**src/hdl/cross_linked_dual_parallel_port_defines.svh**
```systemverilog
// ----------------------------------------------------------------------------
// cross_linked_dual_parallel_port_defines.svh
// Assertion macros used by the sequencer of the parallel port pair.
// ----------------------------------------------------------------------------
`ifndef CROSS_LINKED_DUAL_PARALLEL_PORT_DEFINES_SVH
`define CROSS_LINKED_DUAL_PARALLEL_PORT_DEFINES_SVH

// Check that a condition implies another in the same cycle
`define CLPP_ASSERT_SAME(lbl, ante, cons, msg) \
	lbl: assert property (@(posedge clk) disable iff (!arst_n) (ante) |-> (cons)) \
		else $error(msg);

// Check that a condition implies another in the next cycle
`define CLPP_ASSERT_NEXT(lbl, ante, cons, msg) \
	lbl: assert property (@(posedge clk) disable iff (!arst_n) (ante) |=> (cons)) \
		else $error(msg);

`endif

```
**src/hdl/clpp_pkg.sv**
```systemverilog
// ----------------------------------------------------------------------------
// clpp_pkg
// Shared codes, reset patterns and command type of the parallel port pair.
// ----------------------------------------------------------------------------
package clpp_pkg;

	// Access codes
	localparam logic [2:0] MODE_RD_AB  = 3'd0;
	localparam logic [2:0] MODE_WR_AB  = 3'd1;
	localparam logic [2:0] MODE_RD_C   = 3'd2;
	localparam logic [2:0] MODE_BIT_C  = 3'd3;
	localparam logic [2:0] MODE_WR_C   = 3'd4;
	localparam logic [2:0] MODE_SET    = 3'd5;

	// Switching policy codes; every negative code acts as switch
	localparam logic signed [2:0] POL_PLAIN = 3'sd0;
	localparam logic signed [2:0] POL_WAKE  = 3'sd1;
	localparam logic signed [2:0] POL_BOTH  = 3'sd2;
	localparam logic signed [2:0] POL_WAIT  = 3'sd3;

	// Dual-run load codes
	localparam logic [1:0] BOTH_NONE = 2'd0;
	localparam logic [1:0] BOTH_STD  = 2'd1;
	localparam logic [1:0] BOTH_ONE  = 2'd2;

	// Port C half select
	localparam logic HALF_HI = 1'b0;
	localparam logic HALF_LO = 1'b1;

	// Entry count of the per-port state, indexed {side, port}
	localparam int NUM_ENTRIES = 4;

	// Direction after reset: A input, B output; C high output, C low input
	localparam logic [NUM_ENTRIES-1:0] AB_IN_RST = 4'b0101;
	localparam logic [NUM_ENTRIES-1:0] C_IN_RST  = 4'b1010;

	typedef struct packed {
		logic load;
		logic exec;
	} clpp_cmd_t;

endpackage

```
**src/hdl/clpp_if.sv**
```systemverilog
// ----------------------------------------------------------------------------
// clpp_if
// Access and result channels of the parallel port pair.
// ----------------------------------------------------------------------------
interface clpp_req_if;
	logic       valid;
	logic       ready;
	logic [2:0] mode;
	logic       side;
	logic       port_sel;
	logic [7:0] wdata;

	modport source (output valid, output mode, output side, output port_sel,
		output wdata, input ready);
	modport sink (input valid, input mode, input side, input port_sel,
		input wdata, output ready);
endinterface

interface clpp_rsp_if;
	logic       valid;
	logic       ready;
	logic [7:0] read_data;
	logic       toggle_cpu;
	logic       stop_running;
	logic       main_dormant;
	logic       sub_dormant;
	logic [1:0] run_both_code;
	logic       mismatch;

	modport source (output valid, output read_data, output toggle_cpu,
		output stop_running, output main_dormant, output sub_dormant,
		output run_both_code, output mismatch, input ready);
	modport sink (input valid, input read_data, input toggle_cpu,
		input stop_running, input main_dormant, input sub_dormant,
		input run_both_code, input mismatch, output ready);
endinterface

```
**src/hdl/clpp_ctrl.sv**
```systemverilog
// ----------------------------------------------------------------------------
// clpp_ctrl
// Sequencer: captures one access word, runs it, and holds the result word.
// ----------------------------------------------------------------------------
`include "cross_linked_dual_parallel_port_defines.svh"

module clpp_ctrl
	import clpp_pkg::*;
(
	input  logic       clk,
	input  logic       arst_n,
	input  logic       in_valid,
	output logic       in_ready,
	output logic       out_valid,
	input  logic       out_ready,
	output clpp_cmd_t  cmd
);

	localparam logic ST_IDLE = 1'b0;
	localparam logic ST_EXEC = 1'b1;

	logic state_q;
	logic out_valid_q;

	// Take a word only when no access is in flight
	assign in_ready  = (state_q == ST_IDLE);
	assign cmd.load  = in_valid && in_ready;
	// Run the access once the result slot is free or being emptied
	assign cmd.exec  = (state_q == ST_EXEC) && (!out_valid_q || out_ready);
	assign out_valid = out_valid_q;

	// Advance the sequencer
	always_ff @(posedge clk or negedge arst_n) begin
		if (!arst_n) begin
			state_q <= ST_IDLE;
		end else begin
			case (state_q)
				ST_IDLE: begin
					if (cmd.load) begin
						state_q <= ST_EXEC;
					end
				end
				ST_EXEC: begin
					if (cmd.exec) begin
						state_q <= ST_IDLE;
					end
				end
				default: begin
					state_q <= ST_IDLE;
				end
			endcase
		end
	end

	// Hold the result word until taken
	always_ff @(posedge clk or negedge arst_n) begin
		if (!arst_n) begin
			out_valid_q <= 1'b0;
		end else if (cmd.exec) begin
			out_valid_q <= 1'b1;
		end else if (out_ready) begin
			out_valid_q <= 1'b0;
		end
	end

	`CLPP_ASSERT_NEXT(ast_load_runs, cmd.load, state_q == ST_EXEC, "load did not start run")
	`CLPP_ASSERT_NEXT(ast_exec_shows, cmd.exec, out_valid_q, "result word not shown")
	`CLPP_ASSERT_SAME(ast_no_overwrite, out_valid_q && !out_ready, !cmd.exec,
		"result word overwritten")

endmodule

```
**src/hdl/clpp_dp.sv**
```systemverilog
// ----------------------------------------------------------------------------
// clpp_dp
// Port state of both units, access decode and result register.
// ----------------------------------------------------------------------------
module clpp_dp
	import clpp_pkg::*;
#(
	parameter int RETRY_COUNT = 16
) (
	input  logic              clk,
	input  logic              arst_n,
	input  clpp_cmd_t         cmd,
	input  logic              cfg_we,
	input  logic signed [2:0] cfg_wdata,
	input  logic [2:0]        mode,
	input  logic              side,
	input  logic              port_sel,
	input  logic [7:0]        wdata,
	output logic [7:0]        read_data,
	output logic              toggle_cpu,
	output logic              stop_running,
	output logic              main_dormant,
	output logic              sub_dormant,
	output logic [1:0]        run_both_code,
	output logic              mismatch
);

	localparam logic [4:0] RETRY_RLD = 5'(RETRY_COUNT);

	// Policy register
	logic signed [2:0] policy_q;

	// Captured access word
	logic [2:0] mode_q;
	logic       side_q;
	logic       port_q;
	logic [7:0] wdata_q;

	// Port state, indexed {side, port} or {side, half}
	logic [NUM_ENTRIES-1:0] ab_in_q, ab_in_d;
	logic [NUM_ENTRIES-1:0] ab_full_q, ab_full_d;
	logic [4:0]             ab_retry_q [NUM_ENTRIES];
	logic [4:0]             ab_retry_d [NUM_ENTRIES];
	logic [7:0]             ab_byte_q [NUM_ENTRIES];
	logic [7:0]             ab_byte_d [NUM_ENTRIES];
	logic [NUM_ENTRIES-1:0] c_in_q, c_in_d;
	logic [3:0]             c_nib_q [NUM_ENTRIES];
	logic [3:0]             c_nib_d [NUM_ENTRIES];
	logic [1:0]             c_phase_q, c_phase_d;

	// Decode helpers
	logic [1:0] own, opp, c_hi, c_lo, p_hi, p_lo, ci, cpart;
	logic       psd, half;
	logic [3:0] bit_mask;
	logic [3:0] rd_hi, rd_lo;

	// Repeated-access policy
	logic [4:0] retry_dec;
	logic       rep_go, rep_tog, rep_stop, rep_wake;
	logic [4:0] rep_retry;

	// Port C write policy
	logic       cw_tog, cw_mdor, cw_sdor;
	logic [1:0] cw_both;

	// Result of the access
	logic [7:0] rd;
	logic       tog, stop, mdor, sdor, mis;
	logic [1:0] both;

	assign psd   = ~side_q;
	assign own   = {side_q, port_q};
	assign opp   = {psd, ~port_q};
	assign c_hi  = {side_q, HALF_HI};
	assign c_lo  = {side_q, HALF_LO};
	assign p_hi  = {psd, HALF_HI};
	assign p_lo  = {psd, HALF_LO};
	assign half  = wdata_q[3] ? HALF_HI : HALF_LO;
	assign ci    = {side_q, half};
	assign cpart = {psd, ~half};
	assign bit_mask = 4'b0001 << wdata_q[2:1];
	assign rd_hi = c_in_q[c_hi] ? c_nib_q[p_lo] : c_nib_q[c_hi];
	assign rd_lo = c_in_q[c_lo] ? c_nib_q[p_hi] : c_nib_q[c_lo];
	assign retry_dec = ab_retry_q[own] - 5'd1;

	// Decide whether a repeated A/B access waits or goes ahead
	always_comb begin
		rep_go    = 1'b1;
		rep_tog   = 1'b0;
		rep_stop  = 1'b0;
		rep_wake  = 1'b0;
		rep_retry = RETRY_RLD;
		case (policy_q)
			POL_WAKE: begin
				rep_wake = 1'b1;
			end
			POL_PLAIN, POL_BOTH: begin
				rep_go = 1'b1;
			end
			POL_WAIT: begin
				if (retry_dec != 5'd0) begin
					rep_go    = 1'b0;
					rep_stop  = 1'b1;
					rep_retry = retry_dec;
				end
			end
			default: begin
				if (retry_dec != 5'd0) begin
					rep_go    = 1'b0;
					rep_tog   = 1'b1;
					rep_stop  = 1'b1;
					rep_retry = retry_dec;
				end
			end
		endcase
	end

	// Pick scheduler actions for a port C write
	always_comb begin
		cw_tog  = 1'b0;
		cw_mdor = 1'b0;
		cw_sdor = 1'b0;
		cw_both = BOTH_NONE;
		case (policy_q)
			POL_PLAIN, POL_BOTH, POL_WAIT: begin
				cw_tog = 1'b0;
			end
			POL_WAKE: begin
				if (!side_q) begin
					cw_both = BOTH_STD;
					cw_mdor = 1'b1;
				end
			end
			default: begin
				cw_tog = 1'b1;
				if (!side_q) begin
					cw_both = BOTH_ONE;
					cw_mdor = 1'b1;
				end else begin
					cw_sdor = 1'b1;
				end
			end
		endcase
	end

	// Run the access: next port state and result fields
	always_comb begin
		ab_in_d   = ab_in_q;
		ab_full_d = ab_full_q;
		ab_retry_d = ab_retry_q;
		ab_byte_d = ab_byte_q;
		c_in_d    = c_in_q;
		c_nib_d   = c_nib_q;
		c_phase_d = c_phase_q;
		rd   = 8'd0;
		tog  = 1'b0;
		stop = 1'b0;
		mdor = 1'b0;
		sdor = 1'b0;
		both = BOTH_NONE;
		mis  = 1'b0;
		case (mode_q)
			MODE_RD_AB: begin
				mis = ab_in_q[opp] || !ab_in_q[own];
				if (!ab_in_q[own]) begin
					// Output port reads back its own byte
					ab_retry_d[own] = RETRY_RLD;
					rd = ab_byte_q[own];
				end else begin
					if (ab_full_q[opp]) begin
						ab_full_d[opp]  = 1'b0;
						ab_retry_d[own] = RETRY_RLD;
					end else begin
						ab_retry_d[own] = rep_retry;
						tog  = rep_tog;
						stop = rep_stop;
						if (rep_wake && !side_q) begin
							both = BOTH_STD;
							mdor = 1'b1;
						end
					end
					rd = ab_byte_q[opp];
				end
			end
			MODE_WR_AB: begin
				mis = !ab_in_q[opp] || ab_in_q[own];
				if (!ab_full_q[own]) begin
					ab_full_d[own]  = 1'b1;
					ab_byte_d[own]  = wdata_q;
					ab_retry_d[own] = RETRY_RLD;
				end else begin
					ab_retry_d[own] = rep_retry;
					tog  = rep_tog;
					stop = rep_stop;
					if (rep_wake && !side_q) begin
						both = BOTH_STD;
						mdor = 1'b1;
					end
					if (rep_go) begin
						ab_byte_d[own] = wdata_q;
					end
				end
			end
			MODE_RD_C: begin
				mis = (c_in_q[p_hi] && c_in_q[p_lo]) || (!c_in_q[c_hi] && !c_in_q[c_lo]);
				rd = {rd_hi, rd_lo};
				c_phase_d[side_q] = ~c_phase_q[side_q];
				// Act on every second read
				if (c_phase_q[side_q]) begin
					if (policy_q == POL_WAKE) begin
						if (!side_q) begin
							both = BOTH_STD;
							mdor = 1'b1;
						end
					end else if (policy_q != POL_BOTH && policy_q != POL_WAIT) begin
						tog  = 1'b1;
						stop = 1'b1;
					end
				end
			end
			MODE_BIT_C: begin
				mis = !c_in_q[cpart] || c_in_q[ci];
				if (wdata_q[0]) begin
					c_nib_d[ci] = c_nib_q[ci] | bit_mask;
				end else begin
					c_nib_d[ci] = c_nib_q[ci] & ~bit_mask;
				end
				tog  = cw_tog;
				mdor = cw_mdor;
				sdor = cw_sdor;
				both = cw_both;
			end
			MODE_WR_C: begin
				mis = (!c_in_q[p_hi] && !c_in_q[p_lo]) || (c_in_q[c_hi] && c_in_q[c_lo]);
				c_nib_d[c_hi] = wdata_q[7:4];
				c_nib_d[c_lo] = wdata_q[3:0];
				tog  = cw_tog;
				mdor = cw_mdor;
				sdor = cw_sdor;
				both = cw_both;
			end
			MODE_SET: begin
				ab_in_d[{side_q, 1'b0}]    = wdata_q[4];
				ab_in_d[{side_q, 1'b1}]    = wdata_q[1];
				c_in_d[c_hi]               = wdata_q[3];
				c_in_d[c_lo]               = wdata_q[0];
				ab_byte_d[{side_q, 1'b0}]  = 8'd0;
				ab_byte_d[{side_q, 1'b1}]  = 8'd0;
				ab_full_d[{side_q, 1'b0}]  = 1'b0;
				ab_full_d[{side_q, 1'b1}]  = 1'b0;
				ab_retry_d[{side_q, 1'b0}] = RETRY_RLD;
				ab_retry_d[{side_q, 1'b1}] = RETRY_RLD;
				c_nib_d[c_hi]              = 4'd0;
				c_nib_d[c_lo]              = 4'd0;
				c_phase_d[side_q]          = 1'b1;
			end
			default: begin
				mis = 1'b0;
			end
		endcase
	end

	// Hold the policy register
	always_ff @(posedge clk or negedge arst_n) begin
		if (!arst_n) begin
			policy_q <= POL_PLAIN;
		end else if (cfg_we) begin
			policy_q <= cfg_wdata;
		end
	end

	// Capture the access word
	always_ff @(posedge clk) begin
		if (cmd.load) begin
			mode_q  <= mode;
			side_q  <= side;
			port_q  <= port_sel;
			wdata_q <= wdata;
		end
	end

	// Advance port state when the access runs
	always_ff @(posedge clk or negedge arst_n) begin
		if (!arst_n) begin
			ab_in_q   <= AB_IN_RST;
			ab_full_q <= '0;
			c_in_q    <= C_IN_RST;
			c_phase_q <= 2'b11;
			for (int i = 0; i < NUM_ENTRIES; i++) begin
				ab_retry_q[i] <= RETRY_RLD;
				ab_byte_q[i]  <= 8'd0;
				c_nib_q[i]    <= 4'd0;
			end
		end else if (cmd.exec) begin
			ab_in_q    <= ab_in_d;
			ab_full_q  <= ab_full_d;
			c_in_q     <= c_in_d;
			c_phase_q  <= c_phase_d;
			ab_retry_q <= ab_retry_d;
			ab_byte_q  <= ab_byte_d;
			c_nib_q    <= c_nib_d;
		end
	end

	// Load the result word
	always_ff @(posedge clk) begin
		if (cmd.exec) begin
			read_data     <= rd;
			toggle_cpu    <= tog;
			stop_running  <= stop;
			main_dormant  <= mdor;
			sub_dormant   <= sdor;
			run_both_code <= both;
			mismatch      <= mis;
		end
	end

endmodule

```
**src/hdl/cross_linked_dual_parallel_port.sv**
```systemverilog
// ----------------------------------------------------------------------------
// cross_linked_dual_parallel_port
// A result word is registered when its access runs, once the result slot is free.
// The capture/run sequencer takes no new access word until the last one has run.
// A stalled result word blocks the next access until it is taken.
// Reset (arst_n low) clears the policy, returns port directions to their reset values, and clears flags and bytes.
// ----------------------------------------------------------------------------
module cross_linked_dual_parallel_port
	import clpp_pkg::*;
#(
	parameter int RETRY_COUNT = 16
) (
	input  logic              clk,
	input  logic              arst_n,
	clpp_req_if.sink          req,
	clpp_rsp_if.source        rsp,
	input  logic              cfg_we,
	input  logic signed [2:0] cfg_wdata
);

	clpp_cmd_t cmd;

	// Sequence access words
	clpp_ctrl u_ctrl (
		.clk       (clk),
		.arst_n    (arst_n),
		.in_valid  (req.valid),
		.in_ready  (req.ready),
		.out_valid (rsp.valid),
		.out_ready (rsp.ready),
		.cmd       (cmd)
	);

	// Hold port state and run accesses
	clpp_dp #(
		.RETRY_COUNT (RETRY_COUNT)
	) u_dp (
		.clk           (clk),
		.arst_n        (arst_n),
		.cmd           (cmd),
		.cfg_we        (cfg_we),
		.cfg_wdata     (cfg_wdata),
		.mode          (req.mode),
		.side          (req.side),
		.port_sel      (req.port_sel),
		.wdata         (req.wdata),
		.read_data     (rsp.read_data),
		.toggle_cpu    (rsp.toggle_cpu),
		.stop_running  (rsp.stop_running),
		.main_dormant  (rsp.main_dormant),
		.sub_dormant   (rsp.sub_dormant),
		.run_both_code (rsp.run_both_code),
		.mismatch      (rsp.mismatch)
	);

endmodule

```
**src/flat_wrapper.sv**
```systemverilog
// flat-port wrapper written by rule: the top's interface ports become plain ports
module cross_linked_dual_parallel_port_flat import clpp_pkg::*;
#(
	parameter int RETRY_COUNT = 16
)
  (clk, arst_n, cfg_we, cfg_wdata, req_valid, req_mode, req_side, req_port_sel, req_wdata, req_ready, rsp_valid, rsp_read_data, rsp_toggle_cpu, rsp_stop_running, rsp_main_dormant, rsp_sub_dormant, rsp_run_both_code, rsp_mismatch, rsp_ready);
  clpp_req_if req_i ();
  clpp_rsp_if rsp_i ();
  input  logic clk;
  input  logic arst_n;
  input  logic cfg_we;
  input  logic signed [2:0] cfg_wdata;
  input wire logic [$bits(req_i.valid)-1:0] req_valid;
  input wire logic [$bits(req_i.mode)-1:0] req_mode;
  input wire logic [$bits(req_i.side)-1:0] req_side;
  input wire logic [$bits(req_i.port_sel)-1:0] req_port_sel;
  input wire logic [$bits(req_i.wdata)-1:0] req_wdata;
  output wire logic [$bits(req_i.ready)-1:0] req_ready;
  output wire logic [$bits(rsp_i.valid)-1:0] rsp_valid;
  output wire logic [$bits(rsp_i.read_data)-1:0] rsp_read_data;
  output wire logic [$bits(rsp_i.toggle_cpu)-1:0] rsp_toggle_cpu;
  output wire logic [$bits(rsp_i.stop_running)-1:0] rsp_stop_running;
  output wire logic [$bits(rsp_i.main_dormant)-1:0] rsp_main_dormant;
  output wire logic [$bits(rsp_i.sub_dormant)-1:0] rsp_sub_dormant;
  output wire logic [$bits(rsp_i.run_both_code)-1:0] rsp_run_both_code;
  output wire logic [$bits(rsp_i.mismatch)-1:0] rsp_mismatch;
  input wire logic [$bits(rsp_i.ready)-1:0] rsp_ready;
  assign req_i.valid = req_valid;
  assign req_i.mode = req_mode;
  assign req_i.side = req_side;
  assign req_i.port_sel = req_port_sel;
  assign req_i.wdata = req_wdata;
  assign req_ready = req_i.ready;
  assign rsp_valid = rsp_i.valid;
  assign rsp_read_data = rsp_i.read_data;
  assign rsp_toggle_cpu = rsp_i.toggle_cpu;
  assign rsp_stop_running = rsp_i.stop_running;
  assign rsp_main_dormant = rsp_i.main_dormant;
  assign rsp_sub_dormant = rsp_i.sub_dormant;
  assign rsp_run_both_code = rsp_i.run_both_code;
  assign rsp_mismatch = rsp_i.mismatch;
  assign rsp_i.ready = rsp_ready;
  cross_linked_dual_parallel_port #(.RETRY_COUNT(RETRY_COUNT)) u_core (.clk(clk), .arst_n(arst_n), .req(req_i), .rsp(rsp_i), .cfg_we(cfg_we), .cfg_wdata(cfg_wdata));
endmodule
```
**config.mk**
```make
export PLATFORM = sky130hd
export DESIGN_NAME = cross_linked_dual_parallel_port_flat
export DESIGN_NICKNAME = d
export VERILOG_FILES = /design/src/hdl/clpp_pkg.sv /design/src/hdl/clpp_if.sv /design/src/hdl/clpp_ctrl.sv /design/src/hdl/clpp_dp.sv /design/src/hdl/cross_linked_dual_parallel_port.sv /design/src/flat_wrapper.sv
export VERILOG_INCLUDE_DIRS = /design/src /design/src/hdl
export SDC_FILE = /design/constraint.sdc
export NUM_CORES = 1
export LEC_CHECK = 0
export ABC_AREA = 0
export BUFFER_PORTS_ARGS = -buffer_cell sky130_fd_sc_hd__buf_4
export CORE_MARGIN = 1.5
export CORE_UTILIZATION = 50
export CTS_BUF_LIST = sky130_fd_sc_hd__clkbuf_4
export CTS_CLUSTER_DIAMETER = 50
export CTS_CLUSTER_SIZE = 30
export DETAILED_ROUTE_END_ITERATION = 10
export MAX_ROUTING_LAYER = met4
export PLACE_DENSITY = 0.68
export REMOVE_ABC_BUFFERS = 1
export SYNTH_ARGS = -nofsm -noshare
export SYNTH_HDL_FRONTEND = slang
export SYNTH_SLANG_ARGS = --single-unit
```
**constraint.sdc**
```tcl
create_clock -name clk -period 4.53 [get_ports clk]
set_input_delay 0.453 -clock clk [delete_from_list [all_inputs] [get_ports clk]]
set_output_delay 0.453 -clock clk [all_outputs]
set_load 0.01 [all_outputs]
```
==> flow_metrics.env, run 1 <==
export IMPL_synth_edf_count=28
export IMPL_synthArstFlopShare_pct=75.7
export IMPL_grt_max_degree=77
export IMPL_avgViaCountPerCell=6.24
export IMPL_min_delay_path_depth=1
export IMPL_avgRoutedWirePerCell_um=20.1
export IMPL_grt_busiest_layer="met2"
export IMPL_syn_area_per_cell_um2=11.4
export IMPL_port_buffers=37
export IMPL_drtPass1Iterations=5
export IMPL_core_area_mm2=0.0121
export IMPL_reg2reg_from="u_core.u_dp.port_q"
export IMPL_worstHoldStart="req_wdata[3]"
export IMPL_final_core_util_pct=56.6
export IMPL_use_met3_pct=6.43
export IMPL_crit_path_max_incr_delay_ns=0.66
export IMPL_cts_clk_slew_worst_paths_ns=0.11
export IMPL_antenna_found_initial=0
export IMPL_r2r_setup_slack_ns=1.43
export IMPL_hpwl_um=10300
export IMPL_fmax_mhz=322
export IMPL_synth_area_mm2=0.00624
export IMPL_worst_setup_path_end_kind="flop"
export IMPL_row_count=40
export IMPL_cts_tree="done"
export IMPL_tns_ns=0
export IMPL_gp_routability_congestion=0.869
export IMPL_ir_drop_v=0.000197
export IMPL_slowest_stage="mux4_2"
export IMPL_power_switching_mw=1.00
export IMPL_comb_power_share_pct=24.8
export IMPL_grt_pass1_wl_um=24500
export IMPL_required_ns=4.96
export IMPL_insertion_delay_ns=0.55
export IMPL_drive_above_1_share_pct=25.4
export IMPL_syn_to_final_growth_pct=9.74
export IMPL_drv_slew=0
export IMPL_numCtsBuffers=17
export IMPL_r2r_end="u_core.u_dp.ab_byte_q[1]"
export IMPL_vias=4704
export IMPL_seqPwrFrac_pct=50.7
export IMPL_htreeDepth=4
export IMPL_max_slew_worst_pin_slew_ns=1.07
export IMPL_met2_usage_pct=37.3
export IMPL_ioPinCount=38
export IMPL_worstPathCellList="buf_4 > mux4_2 > o31ai_1 > nand3_2 > o21ai_4 > nand4_2 > a22o_1"
export IMPL_initial_core_util_pct=51.6
export IMPL_ys_types=57
export IMPL_min_period_ns=3.10
export IMPL_yosysSeqAreaShare_pct=48.5
export IMPL_grtUsageTotal_pct=25.6
export IMPL_ys_ff_latch=115
export IMPL_start_kind="flop"
export IMPL_drv_cap=0
export IMPL_nets=596
export IMPL_cts_sinks=115
export IMPL_min_to="u_core.u_dp.wdata_q[3]"
export IMPL_clockPowerShare_pct=24.5
export IMPL_yosys_warnings=0
export IMPL_overflow=0
export IMPL_hold_viol=0
export IMPL_p_sw_share_pct=34.2
export IMPL_grt_pass1_vias=4632
export IMPL_dieArea_mm2=0.0132
export IMPL_finalClockSkew_ns=0.0219
export IMPL_power_leakage_nw=2.83
export IMPL_r2r_cells=7
export IMPL_diodes=0
export IMPL_syn_inst=548
export IMPL_finalCritPeriodShare_pct=68.5
export IMPL_drc=0
export IMPL_power_mw=2.94
export IMPL_critPathArrivalTime_ns=3.53
export IMPL_ys_flop_type="dfrtp_1"
export IMPL_cts_root_buf="clkbuf_4"
export IMPL_drt_iter0_markers=406
export IMPL_clockBufferDepth=2
export IMPL_slew_headroom_pct=28.2
export IMPL_cp_max_fo=38
export IMPL_post_cts_resized=0
export IMPL_outcome="finished, final reports clean"
export IMPL_p_per_area_mw_per_mm2=428
export IMPL_die_w_um=115
export IMPL_min_path_type="input pin to flop"
export IMPL_routed_wl_um=15100
export IMPL_grt_use_met1_pct=34.9
export IMPL_finalSetupViolCount=0
export IMPL_rsz0062_at_grt="no"
export IMPL_die_h_um=115
export IMPL_nFillCells=1046
export IMPL_intPower_mw=1.93
export IMPL_critPathKind="flop to flop"
export IMPL_ant_nets=0
[how the worst max path moves through the flow]
stage,from,cells after the start,to
floorplan,u_core.u_dp.side_q,9,u_core.u_dp.ab_byte_q[0]
finish,u_core.u_dp.port_q,7,u_core.u_dp.ab_byte_q[1]
detailed placement,u_core.u_dp.port_q,7,u_core.u_dp.ab_byte_q[1]
global placement,u_core.u_dp.port_q,7,u_core.u_dp.ab_byte_q[2]
CTS,u_core.u_dp.port_q,7,u_core.u_dp.ab_byte_q[1]
global route,u_core.u_dp.port_q,7,u_core.u_dp.ab_byte_q[7]
[logic make-up after synthesis]
logic type,Yosys count,share of synthesized area [%]
multiplexers,72,17.9
XOR/XNOR,2,0.281
adder cells (fa/ha/maj),2,0.401
flip-flops,115,48.5
AND/OR/NAND/NOR,165,12.7
buffers and inverters,45,3.43
AO/OA/AOI/OAI,147,16.9
[sequential cells by signal, summed over array words and instances, names as in the netlist, 3 cells and up]
name	cells
u_core.u_dp.c_in_q	4
u_core.u_dp.ab_full_q	4
u_core.u_dp.mode_q	3
u_core.u_dp.c_nib_q	16
u_core.u_dp.ab_byte_q	32
u_core.u_dp.policy_q	3
u_core.u_dp.read_data	8
u_core.u_dp.ab_retry_q	20
u_core.u_dp.wdata_q	8
u_core.u_dp.ab_in_q	4
[what timing repair did]
| item | CTS | global route |
|---|---|---|
| hold buffers | 1 | 0 |
| hold endpoints to repair | 11 | 0 |
| setup buffers | 0 | 0 |
| setup endpoints to repair | 0 | 0 |
[worst max-delay path, delay by kind of cell, from the launching register on]
kind                   cells  cell delay (ns)
and+or+nand+nor            2             0.42
muxes                      1             0.66
DFF                        1             0.44
AOI/OAI and AO/OA          3             0.97
buffers and inverters      1             0.49
[stage by stage]
stage	hold WS (ns)	instance area [µm²]	worst slack (ns)	cells
after floorplan	0.157	6060	0.705	512
after global placement	0.305	6580	1.55	721
after detailed placement	0.309	6580	1.43	721
after CTS	0.0311	6850	1.42	754
after global routing	0.0154	6850	1.24	754
final	0.0829	6850	1.43	754
[power groups by stage]
stage,Sequential (mW),Clock [mW],Combinational [mW]
6_report,1.49,0.719,0.727
5_1_grt,1.51,0.779,0.802
4_1_cts,1.48,0.737,0.726
3_5_place_dp,1.50,0,0.725
3_3_place_gp,1.49,0,0.707
2_1_floorplan,1.45,0,0.533
[final cells by class]
class	count	area, µm²	area share (%)
Tap cell	168	210	3.07
Sequential cell	115	3030	44.2
Inverter	9	33.8	0.493
Clock buffer	17	128	1.86
Clock inverter	15	133	1.94
Timing Repair Buffer	42	318	4.64
Multi-Input combinational cell	388	3000	43.8
[cell usage after synthesis, types with 5 or more instances]
cell type  count  area [µm²]
buf_1          5        18.8
nor2_1        51         191
nor3_1        10        50.1
a21oi_1       27         135
buf_6          5        56.3
nor2b_1        7        43.8
mux2_2        25         282
nand2b_1       8        50.1
buf_2          6        30.0
nand3_2        5        50.1
o22ai_1        9        56.3
mux2i_1       18         180
a22o_1        48         420
o21ai_0       27         135
edfxtp_1      28         841
nand3_1        8        40.0
inv_1          9        33.8
dfrtp_1       77        1930
dfstp_2       10         263
clkbuf_1      20        75.1
nand2_1       56         210
mux4_2        29         653
[cell usage in the layout (no fill, tap or decap), types with 3 or more instances in the layout]
master	instances
edfxtp_1	28
a211oi_1	4
dfstp_2	10
o21a_1	4
inv_1	9
mux4_2	29
or3_1	3
nand3_1	8
o22ai_1	9
dfrtp_1	77
a21oi_1	27
o21ai_0	27
clkinv_2	4
nand3_2	5
mux2_2	25
nor3_1	10
clkinvlp_4	4
a22o_1	48
nand2b_1	8
nand2_1	56
nor2b_1	7
nor2_1	51
and3_1	4
mux2i_1	18
inv_6	5
buf_4	41
a32o_1	3
clkbuf_4	17
a31oi_1	3
a22oi_1	4
[routing by layer]
layer  vias up  share of wire (%)
met2       204                 45
met3        31                6.9
met5         -                  0
met1      2344                 46
met4         0                1.8
li1       2125                  -
(Power assumes the default switching activity.)
==> run 2, diff against run 1 <==
Clock period 4.53 ns to 3.1 ns, I/O delays scaled along.
==> run 2 against run 1 <==
Against the previous run:
- combinational power is 54% higher
- clock power rose by 54%
- flip-flop and latch count unchanged
- hold slack better by 0.072 ns
- largest power group unchanged
- critical path depth increased by 2
- register-to-register slack worse by 1.2 ns
- cell count rose by 3.6%
- die area is the same
==> flow_metrics.env, run 2 (synthesis results as in run 1) <==
export IMPL_p_per_area_mw_per_mm2=618
export IMPL_numCtsBuffers=17
export IMPL_comb_power_share_pct=25.5
export IMPL_intPower_mw=2.94
export IMPL_nFillCells=1032
export IMPL_finalSetupViolCount=0
export IMPL_p_sw_share_pct=33.0
export IMPL_grtUsageTotal_pct=26.9
export IMPL_ioPinCount=38
export IMPL_min_period_ns=2.87
export IMPL_crit_path_max_incr_delay_ns=0.57
export IMPL_setup_ws_ns=0.233
export IMPL_hold_viol=0
export IMPL_crit_top_cell="inv_1"
export IMPL_fmax_mhz=349
export IMPL_outcome="finished, final reports clean"
export IMPL_cts_root_buf="clkbuf_4"
export IMPL_overflow=0
export IMPL_drv_cap=0
export IMPL_avgViaCountPerCell=6.22
export IMPL_grt_use_met1_pct=36.4
export IMPL_ir_drop_v=0.000337
export IMPL_largest_reg_flops=32
export IMPL_avgRoutedWirePerCell_um=20.5
export IMPL_power_switching_mw=1.45
export IMPL_cts_tree="done"
export IMPL_clockPowerShare_pct=25.1
export IMPL_ant_nets=0
export IMPL_port_buffers=37
export IMPL_slowest_stage="mux4_2"
export IMPL_vias=4854
export IMPL_syn_to_final_growth_pct=14.0
export IMPL_core_area_mm2=0.0121
export IMPL_grt_pass1_wl_um=25600
export IMPL_max_slew_worst_pin_slew_ns=1.15
export IMPL_hpwl_um=10800
export IMPL_grt_pass1_vias=4788
export IMPL_drtPass1Iterations=5
export IMPL_antenna_found_initial=1
export IMPL_met2_usage_pct=40.0
export IMPL_row_count=40
export IMPL_finalClockSkew_ns=0.0217
export IMPL_worstPathCellList="mux4_2 > inv_1 > ha_1 > inv_1 > o31ai_2 > nand3_2 > o21ai_4 > nand4_2 > a22o_1"
export IMPL_use_met3_pct=5.96
export IMPL_drt_iter0_markers=505
export IMPL_postCtsSetupBuffers=0
export IMPL_drv_slew=0
export IMPL_largest_register="u_core.u_dp.ab_byte_q"
export IMPL_clockBufferDepth=2
export IMPL_start_kind="flop"
export IMPL_insertion_delay_ns=0.57
export IMPL_mostFrequentLayoutCells="dfrtp_1 (77), nand2_1 (56), nor2_1 (51)"
export IMPL_power_mw=4.40
export IMPL_finalCritPeriodShare_pct=92.5
export IMPL_grt_busiest_layer="met2"
export IMPL_dieArea_mm2=0.0132
export IMPL_critPathArrivalTime_ns=3.31
export IMPL_die_h_um=115
export IMPL_worst_setup_path_end_kind="flop"
export IMPL_critPathKind="flop to flop"
export IMPL_htreeDepth=4
export IMPL_grt_max_degree=68
export IMPL_cp_max_fo=8
export IMPL_place_ws_ns=0.194
export IMPL_power_leakage_nw=2.96
export IMPL_routed_wl_um=16000
export IMPL_drive_above_1_share_pct=25.8
export IMPL_die_w_um=115
export IMPL_top_regs="u_core.u_dp.ab_byte_q x32, u_core.u_dp.ab_retry_q x20, u_core.u_dp.c_nib_q x16"
export IMPL_min_path_type="input pin to flop"
export IMPL_cts_clk_slew_worst_paths_ns=0.10
export IMPL_slew_headroom_pct=23.2
export IMPL_rsz0062_at_grt="no"
export IMPL_cts_sinks=115
export IMPL_drc=0
export IMPL_layout_commonest_cell="dfrtp_1"
export IMPL_seqPwrFrac_pct=49.3
export IMPL_initial_core_util_pct=51.6
export IMPL_gp_routability_congestion=0.942
export IMPL_nets=622
export IMPL_required_ns=3.55
## run 2: critical path, delay by kind of cell, from the launching register on
family / cells / cell delay (ns)
and+or+nand+nor: 2 / 0.43
muxes: 1 / 0.57
DFF: 1 / 0.42
adders and majority gates: 1 / 0.22
AOI/OAI and AO/OA: 3 / 0.89
buffers and inverters: 2 / 0.22
## run 2: metrics by stage
step                util [%]  instance area (µm²)  cells  TNS, ns  hold WS, ns
detailed placement      54.9                 6650    730        0        0.460
global placement        54.9                 6650    730        0        0.460
floorplan                  -                 6060    512   -28.02       0.0144
global route            58.8                 7120    781        0        0.161
finish                  58.8                 7120    781        0        0.155
CTS                     58.7                 7110    780        0        0.112
## run 2: path summary, 6_finish.rpt
check                                       start                       end  slack [ns]  cells after the start
hold / removal                          rsp_ready   u_core.u_ctrl.out_valid        0.15                      3
max in group asynchronous                  arst_n     u_core.u_dp.c_in_q[3]        1.93                      3
setup / recovery               u_core.u_dp.port_q  u_core.u_dp.ab_byte_q[4]        0.23                      9
hold reg to reg            u_core.u_dp.ab_in_q[2]    u_core.u_dp.ab_in_q[2]        0.48                      2
min in group asynchronous                  arst_n   u_core.u_dp.policy_q[1]        0.40                      2
setup reg to reg               u_core.u_dp.port_q  u_core.u_dp.ab_byte_q[4]        0.23                      9
## run 2: power by group through the flow
stage                     Combinational (mW)  Sequential [mW]  Clock, mW
final                                   1.12             2.17       1.11
after global routing                    1.22             2.20       1.20
after CTS                               1.11             2.16       1.12
after detailed placement                1.09             2.18          0
after global placement                  1.06             2.16          0
after floorplan                        0.779             2.11          0
## run 2: cell type report
cell class              instances  area [µm²]  share of cell area (%)
repair buffers                 68         556                    7.81
flip-flops and latches        115        3030                    42.6
diodes                          1        2.50                  0.0352
clock inverters                13         136                    1.92
inverters                       9        33.8                   0.475
multi-input cells             388        3010                    42.2
well taps                     168         210                    2.95
clock buffers                  19         143                    2.00
## run 2: what timing repair did
action,CTS,global route
endpoints found under the setup margin,0,8
resized for setup,0,1
endpoints found under the hold margin,72,0
hold buffers,18,0
## run 2: layer usage
layer  share of wire [%]  wire length [µm]
met1                  44              6970
met2                  47              7510
met3                 7.2              1160
met4                 2.1               335
met5                   0                 0
